===== config.mk =====
export PLATFORM = sky130hd
export DESIGN_NAME = vad_ctrl
export DESIGN_NICKNAME = d
export VERILOG_FILES = /design/src/sv/vad_pkg.sv /design/src/sv/vad_ctrl.sv
export SDC_FILE = /design/constraint.sdc
export NUM_CORES = 1
export LEC_CHECK = 0
export BUFFER_PORTS_ARGS = -buffer_cell sky130_fd_sc_hd__buf_2
export CAP_MARGIN = 20
export CORE_MARGIN = 2
export CORE_UTILIZATION = 56
export CTS_CLUSTER_DIAMETER = 60
export CTS_CLUSTER_SIZE = 12
export DETAILED_ROUTE_END_ITERATION = 12
export PLACE_DENSITY = 0.83
export SYNTH_ARGS = -nofsm -noshare
export SYNTH_HDL_FRONTEND = slang
export SYNTH_SLANG_ARGS = --single-unit

===== constraint.sdc =====
create_clock -name clk_i -period 4.4 [get_ports clk_i]
set_input_delay 0.88 -clock clk_i [delete_from_list [all_inputs] [get_ports clk_i]]
set_output_delay 0.88 -clock clk_i [all_outputs]
set_load 0.01 [all_outputs]

===== src/sv/vad_pkg.sv =====
`timescale 1ns / 1ps
`default_nettype none
// ----------------------------------------------------------------------------
// vad_pkg
// types, constants and tables shared by the angular distance block
// ----------------------------------------------------------------------------
package vad_pkg;

  localparam int unsigned MAX_LENGTH_DEF = 64;

  localparam int unsigned ELEM_W    = 16;
  localparam int unsigned ANGLE_W   = 15;
  localparam int unsigned FRAC_SH   = 20;
  localparam int unsigned SQ_W      = 64;
  localparam int unsigned RT_W      = SQ_W / 2;
  localparam int unsigned REM_W     = RT_W + 4;
  localparam int unsigned C_W       = 30;
  localparam int unsigned COR_W     = 34;
  localparam int unsigned Z_W       = 24;
  localparam int unsigned ZU_W      = 22;
  localparam int unsigned ATAN_W    = 20;
  localparam int unsigned IDX_W     = 5;
  localparam int unsigned SQ_STEPS  = RT_W;
  localparam int unsigned DIV_STEPS = C_W;
  localparam int unsigned COR_STEPS = 21;

  localparam logic [ANGLE_W-1:0] PI_Q13      = 15'd25736;
  localparam logic [ANGLE_W-1:0] LIMIT_RESET = 15'd25736;
  localparam logic [ZU_W-1:0]    PI_Q20      = 22'd3294199;
  localparam logic [ZU_W-1:0]    HALF_PI_Q20 = 22'd1647099;

  typedef struct packed {
    logic signed [ELEM_W-1:0] a_elem;
    logic signed [ELEM_W-1:0] b_elem;
    logic                     last;
  } vad_in_t;

  typedef struct packed {
    logic [ANGLE_W-1:0] angle;
    logic               is_neighbour;
    logic               zero_norm;
  } vad_out_t;

  typedef enum logic [3:0] {
    ST_IDLE,
    ST_DRAIN,
    ST_CHECK,
    ST_SQA,
    ST_SQB_LD,
    ST_SQB,
    ST_MUL_D,
    ST_CMP,
    ST_DIV,
    ST_MUL_C,
    ST_SQS_LD,
    ST_SQS,
    ST_COR_LD,
    ST_COR,
    ST_DONE
  } vad_state_e;

  typedef enum logic [1:0] {
    SQ_A,
    SQ_B,
    SQ_S
  } vad_sq_sel_e;

  typedef enum logic [1:0] {
    RES_ANGLE,
    RES_ZERO,
    RES_SAT
  } vad_res_kind_e;

  typedef struct packed {
    logic          take;
    logic          acc_clr;
    logic          sq_load;
    vad_sq_sel_e   sq_sel;
    logic          sq_step;
    logic          ra_load;
    logic          d_load;
    logic          div_init;
    logic          div_step;
    logic          cc_load;
    logic          cor_init;
    logic          cor_step;
    logic          res_load;
    vad_res_kind_e res_kind;
    logic [IDX_W-1:0] idx;
  } vad_cmd_t;

  typedef struct packed {
    logic zero;
    logic sat;
  } vad_sts_t;

  function automatic logic [ATAN_W-1:0] atan_q20(input logic [IDX_W-1:0] i);
    logic [ATAN_W-1:0] v;
    case (i)
      5'd0:    v = 20'd823550;
      5'd1:    v = 20'd486170;
      5'd2:    v = 20'd256879;
      5'd3:    v = 20'd130396;
      5'd4:    v = 20'd65451;
      5'd5:    v = 20'd32757;
      5'd6:    v = 20'd16383;
      5'd7:    v = 20'd8192;
      5'd8:    v = 20'd4096;
      5'd9:    v = 20'd2048;
      5'd10:   v = 20'd1024;
      5'd11:   v = 20'd512;
      5'd12:   v = 20'd256;
      5'd13:   v = 20'd128;
      5'd14:   v = 20'd64;
      5'd15:   v = 20'd32;
      5'd16:   v = 20'd16;
      5'd17:   v = 20'd8;
      5'd18:   v = 20'd4;
      5'd19:   v = 20'd2;
      5'd20:   v = 20'd1;
      default: v = '0;
    endcase
    return v;
  endfunction

endpackage
`default_nettype wire


===== src/sv/vad_ctrl.sv =====
`timescale 1ns / 1ps
`default_nettype none
// ----------------------------------------------------------------------------
// vad_ctrl
// sequencer for accumulation and the final angle computation
// ----------------------------------------------------------------------------
module vad_ctrl #(
  parameter int unsigned MAX_LENGTH = vad_pkg::MAX_LENGTH_DEF
) (
  input  wire                clk_i,
  input  wire                rst_ni,
  input  wire                in_valid_i,
  input  wire                last_i,
  output logic               in_stall_o,
  output logic               out_valid_o,
  input  wire                out_stall_i,
  input  vad_pkg::vad_sts_t  sts_i,
  output vad_pkg::vad_cmd_t  cmd_o
);
  import vad_pkg::*;

  localparam int unsigned CNT_W = $clog2(MAX_LENGTH + 1);

  vad_state_e       state_q, state_d;
  vad_res_kind_e    kind_q;
  logic [IDX_W-1:0] cnt_q;
  logic [CNT_W-1:0] elem_q;
  logic             out_valid_q;
  logic             take, fin, free, stepping, step_last;

  assign take = in_valid_i && (state_q == ST_IDLE);
  assign fin  = last_i || (elem_q == CNT_W'(MAX_LENGTH - 1));
  assign free = !out_valid_q || !out_stall_i;

  always_comb begin
    case (state_q)
      ST_SQA, ST_SQB, ST_SQS: begin
        stepping  = 1'b1;
        step_last = (cnt_q == IDX_W'(SQ_STEPS - 1));
      end
      ST_DIV: begin
        stepping  = 1'b1;
        step_last = (cnt_q == IDX_W'(DIV_STEPS - 1));
      end
      ST_COR: begin
        stepping  = 1'b1;
        step_last = (cnt_q == IDX_W'(COR_STEPS - 1));
      end
      default: begin
        stepping  = 1'b0;
        step_last = 1'b0;
      end
    endcase
  end

  always_comb begin
    state_d = state_q;
    case (state_q)
      ST_IDLE:   if (take && fin) state_d = ST_DRAIN;
      ST_DRAIN:  state_d = ST_CHECK;
      ST_CHECK:  state_d = sts_i.zero ? ST_DONE : ST_SQA;
      ST_SQA:    if (step_last) state_d = ST_SQB_LD;
      ST_SQB_LD: state_d = ST_SQB;
      ST_SQB:    if (step_last) state_d = ST_MUL_D;
      ST_MUL_D:  state_d = ST_CMP;
      ST_CMP:    state_d = sts_i.sat ? ST_DONE : ST_DIV;
      ST_DIV:    if (step_last) state_d = ST_MUL_C;
      ST_MUL_C:  state_d = ST_SQS_LD;
      ST_SQS_LD: state_d = ST_SQS;
      ST_SQS:    if (step_last) state_d = ST_COR_LD;
      ST_COR_LD: state_d = ST_COR;
      ST_COR:    if (step_last) state_d = ST_DONE;
      ST_DONE:   if (free) state_d = ST_IDLE;
      default:   state_d = ST_IDLE;
    endcase
  end

  always_comb begin
    cmd_o          = '0;
    cmd_o.sq_sel   = SQ_A;
    cmd_o.res_kind = kind_q;
    cmd_o.idx      = cnt_q;
    cmd_o.take     = take;
    in_stall_o     = (state_q != ST_IDLE);
    out_valid_o    = out_valid_q;
    case (state_q)
      ST_CHECK: begin
        cmd_o.sq_load = 1'b1;
        cmd_o.sq_sel  = SQ_A;
      end
      ST_SQA, ST_SQB, ST_SQS: cmd_o.sq_step = 1'b1;
      ST_SQB_LD: begin
        cmd_o.ra_load = 1'b1;
        cmd_o.sq_load = 1'b1;
        cmd_o.sq_sel  = SQ_B;
      end
      ST_MUL_D:  cmd_o.d_load   = 1'b1;
      ST_CMP:    cmd_o.div_init = 1'b1;
      ST_DIV:    cmd_o.div_step = 1'b1;
      ST_MUL_C:  cmd_o.cc_load  = 1'b1;
      ST_SQS_LD: begin
        cmd_o.sq_load = 1'b1;
        cmd_o.sq_sel  = SQ_S;
      end
      ST_COR_LD: cmd_o.cor_init = 1'b1;
      ST_COR:    cmd_o.cor_step = 1'b1;
      ST_DONE: begin
        cmd_o.res_load = free;
        cmd_o.acc_clr  = free;
      end
      default: ;
    endcase
  end

  always_ff @(posedge clk_i or negedge rst_ni) begin
    if (!rst_ni) begin
      state_q     <= ST_IDLE;
      kind_q      <= RES_ANGLE;
      cnt_q       <= '0;
      elem_q      <= '0;
      out_valid_q <= 1'b0;
    end else begin
      state_q <= state_d;
      if (stepping && !step_last) begin
        cnt_q <= cnt_q + 1'b1;
      end else begin
        cnt_q <= '0;
      end
      if (take) begin
        elem_q <= fin ? '0 : elem_q + 1'b1;
      end
      if (state_q == ST_CHECK) begin
        kind_q <= sts_i.zero ? RES_ZERO : RES_ANGLE;
      end else if ((state_q == ST_CMP) && sts_i.sat) begin
        kind_q <= RES_SAT;
      end
      if (cmd_o.res_load) begin
        out_valid_q <= 1'b1;
      end else if (!out_stall_i) begin
        out_valid_q <= 1'b0;
      end
    end
  end

endmodule
`default_nettype wire


* After elaboration in Yosys (flattened, before gate mapping) *
Index checks and enable logic that the tools add are counted.

word-level totals
  output and inout port bits = 23
  flip-flop bits (word level) = 19

operators by class
  multiplexer cells = 29
  equal/unequal tests = 26
  add/subtract/negate cells = 2
  reductions and logical operators = 15

operator list
  cell                                                                    number
  4-bit one-hot mux with 15 select lines                                  1
  4-bit 2-to-1 mux                                                        8
  4-bit equality test (second input constant)                             7
  4-bit by 3-bit equality test with 1-bit output (second input constant)  4
  5-bit equality test (second input constant)                             3
  1-bit 2-to-1 mux                                                        13
  2-bit != test (second input constant)                                   6
  3-bit one-hot mux with 3 select lines                                   1
  4-bit by 2-bit equality test with 1-bit output (second input constant)  2
  7-bit by 1-bit adder with 7-bit output (second input constant)          1
  7-bit by 6-bit equality test with 1-bit output (second input constant)  1
  7-bit 2-to-1 mux                                                        1
  7-bit AND reduction                                                     1
  5-bit by 1-bit adder with 5-bit output (second input constant)          1
  5-bit 2-to-1 mux                                                        1
  5-bit OR reduction                                                      1
  4-bit by 1-bit equality test with 1-bit output (second input constant)  1
  1-bit logical AND                                                       4
  4-bit logical NOT                                                       1
  2-bit 2-to-1 mux                                                        2
  2-bit by 1-bit != test with 1-bit output (second input constant)        2
  4-bit nonzero test                                                      1
  1-bit logical NOT                                                       3
  3-bit 2-to-1 mux                                                        1
  4 further kinds                                                         5

* Longest topological paths before layout *
  depth after elaboration = 6
  depth in mapped cells = 7
  gate-level depth less buffers = 6

* Least setup slack after synthesis *
Ideal clock, no wire load.

  kind = flip-flop to output port
  start = register state_q[1]
  end = output cmd_o[19] (netlist name)
  arrival time = 1.333 ns
  data required time = 3.520 ns
  cell stages (with the launch flop) = 6
  path slack = 2.187 ns
  buffers on the path = 2
  path through = dfrtp_1 buf_2 nor2b_1 nand3_1 a21oi_1 buf_4

RTL lines
  item                    line             text
  start, declared         vad_ctrl.sv:24   vad_state_e state_q, state_d;
  start signal, assigned  vad_ctrl.sv:123  state_q <= state_d;
  end, declared           vad_ctrl.sv:18   output vad_pkg::vad_cmd_t cmd_o

==> results.py <==
metrics = {
    "power_and_ir_drop": {
        "power_frac_comb_pct": 50.9,
        "swShare_pct": 47.0,
        "power_frac_clock_pct": 9.9,
        "p_per_area_nw_per_um2": 646,
        "p_int_mw": 0.473,
        "peakVddDrop_v": 0.000384,
        "seqPwrFrac_pct": 39.2,
        "total_leakage_power_nw": 0.699,
        "p_sw_mw": 0.418,
    },
    "yosys": {
        "synth_edf_count": 0,
        "yosysTopAreaCell": "dfrtp_1",
        "mappedNetlistArea_um2": 1230,
        "async_flop_share_pct": 100,
        "ys_ff_latch": 19,
        "syn_area_per_cell_um2": 8.72,
        "synth-main-ff-cell": "dfrtp_1",
        "ys_seq_area_share_pct": 38.7,
        "synth.area.top_cells": "dfrtp_1, nor2_1, nand2_1, xor2_1, mux2_1",
        "synth_warnings": 0,
        "ys_types": 38,
        "yosys.area.top_type_share_pct": 38.7,
        "synthesis.nets": 150,
        "syn_inst": 141,
    },
    "place": {
        "gp_congestion": 0.801,
        "numPortBuffers": 29,
        "dp_hpwl_um": 1920,
        "placed_cells": 188,
    },
    "global_route": {
        "antenna_found_initial": 0,
        "track_usage_pct": 22.1,
        "overflow": 0,
        "grt_max_degree": 23,
        "grt_first_pass_wirelength_um": 4310,
        "first_global_vias": 981,
    },
    "sta": {
        "final-setup-viol-count": 0,
        "fin_tns_setup_ns": 0,
        "finClkSkew_ns": 0.00145,
        "slew_headroom_pct": 52.3,
        "max_freq_mhz": 360,
        "slew_viol_final": 0,
        "grt_setup_unrepaired": "no",
        "hold_viol_final": 0,
        "fin_crit_sh_pct": 63.2,
        "period_minus_slack_ns": 2.78,
        "tightestPinTransition_ns": 0.715,
        "worst_hold_slack_ns": 0.502,
    },
    "cells_and_area": {
        "final_common_cell": "buf_2",
        "regArea_um2": 475,
        "final_net_count": 175,
        "num_antenna_cells": 0,
        "fillCellCount": 170,
        "finalNonFillerCells": 192,
        "final_cell_mix": "buf_2, dfrtp_1, nor2_1, nand2_1, o21ai_0",
        "area_growth_pct": 12.1,
        "multi_input_area_um2": 671,
        "drive_gt1_share_pct": 23.6,
    },
    "clock_network": {
        "clock_latency_ns": 0.30,
        "cts_resized": 0,
        "cts_tree": "built",
        "cts.clk_slew.worst_paths_ns": 0.11,
        "cts_setup_buffers": 0,
        "ctsHoldBuffers": 0,
        "clock_sinks": 19,
        "htreeDepth": 1,
        "root_buffer": "clkbuf_4",
        "clock_path_buffers": 2,
        "cts_made_buffers": 3,
    },
    "floorplan": {
        "dieArea_um2": 2590,
        "die_x_um": 50.9,
        "fp-row-count": 16,
        "io_pins": 30,
        "die_h_um": 50.9,
        "coreArea_um2": 2020,
        "start_util_pct": 60.8,
    },
    "critical_path": {
        "slowest_stage": "dfrtp_1",
        "cp_max_fo": 22,
        "worstSetupEndpointType": "primary output",
        "worstPathArrival_ns": 1.90,
        "crit_type": "reg -> out",
        "path_cells": "nor2b_1 > nand3_1 > a21oi_1 > buf_2",
        "slowest_delay_ns": 0.82,
        "required_ns": 3.52,
        "startpoint_type": "flip-flop",
    },
    "min_path": {
        "min_path_type": "in -> async",
    },
    "route": {
        "ant_nets": 0,
        "viasPerCell": 5.55,
        "drtPass1Iterations": 4,
        "wl_per_cell_um": 13.5,
        "drtIter0Drc": 37,
        "routed_wirelength_um": 2590,
        "vias": 1066,
        "drc": 0,
    },
    "flow_run": {
        "drv_cap": 0,
    },
    "run_status": {
        "status": "finished, final reports clean",
    },
}
flip-flops by register name, indices dropped and copies added, names as in the netlist:
name / flops
out_valid_o: 1
state_q: 4
elem_q: 7
kind_q: 2
cnt_q: 5
cells in the mapped netlist (all sizes together) (3+ instances only):
| cell type | instances |
|---|---|
| dfrtp | 19 |
| nor3 | 6 |
| buf | 5 |
| o21ai | 8 |
| clkbuf | 4 |
| nand2b | 5 |
| inv | 7 |
| nand2 | 17 |
| nand3 | 5 |
| nor2 | 18 |
| xor2 | 7 |
| a21oi | 6 |
| nor2b | 3 |
| mux2 | 4 |
| xnor2 | 3 |
critical path: cells and delay by family (launching register included):
family	cells	cell delay, ns
buffers and inverters	1	0.16
AO/OA/AOI/OAI	1	0.20
AND/OR/NAND/NOR	2	0.42
flip-flops	1	0.82
kinds of logic after synthesis:
family                     synth area share, %
muxes                                     4.48
adders and majority gates                 2.03
buffers and inverters                     6.81
DFF                                       38.7
AOI/OAI and AO/OA                         13.7
and+or+nand+nor                           27.2
xor gates and xnor gates                  7.12
layer usage:
layer  track usage (%)  wire length, µm  vias up
met2              37.9             1260       45
li1                  -                -      525
met3              3.80              136        6
met1              27.6             1150      490
met4              9.01               46        0
met5                 0                0        -
path summary, 6_finish.rpt:
kind / startpoint / end / slack, ns / cells past startpoint
setup / recovery: state_q[1] / cmd_o[19] / 1.62 / 4
hold / removal: rst_ni / state_q[3] / 0.50 / 1
setup reg to reg: state_q[1] / state_q[1] / 2.20 / 5
hold reg to reg: out_valid_o / out_valid_o / 0.53 / 2
max in group asynchronous: rst_ni / cnt_q[3] / 3.60 / 1
min in group clk_i: out_valid_o / out_valid_o / 0.53 / 2
through the flow:
| stage | cell area [µm²] | total power, mW | setup slack (ns) | utilization, % |
|---|---|---|---|---|
| 6_report | 1380 | 0.891 | 1.62 | 68.2 |
| 5_1_grt | 1380 | 0.974 | 1.45 | 68.2 |
| 4_1_cts | 1380 | 0.896 | 1.63 | 68.2 |
| 3_5_place_dp | 1350 | 0.806 | 1.97 | 66.8 |
| 3_3_place_gp | 1350 | 0.784 | 2.09 | 66.8 |
| 2_1_floorplan | 1230 | 0.707 | 2.19 | - |
power by group through the flow:
stage	logic [mW]	registers, mW	clock network (mW)
after floorplan	0.433	0.273	0
after global routing	0.510	0.363	0.101
after detailed placement	0.456	0.350	0
after CTS	0.458	0.346	0.0915
final	0.453	0.349	0.0884
after global placement	0.441	0.342	0
cell type report:
cell class	count	area share, %
clock buffer	3	1.63
sequential	19	34.5
multi-input combinational	106	48.6
inverter	7	1.91
tap	27	2.45
timing repair buffer	29	10.5
clock inverter	1	0.363
No activity file was read; power rests on OpenSTA's default activity.
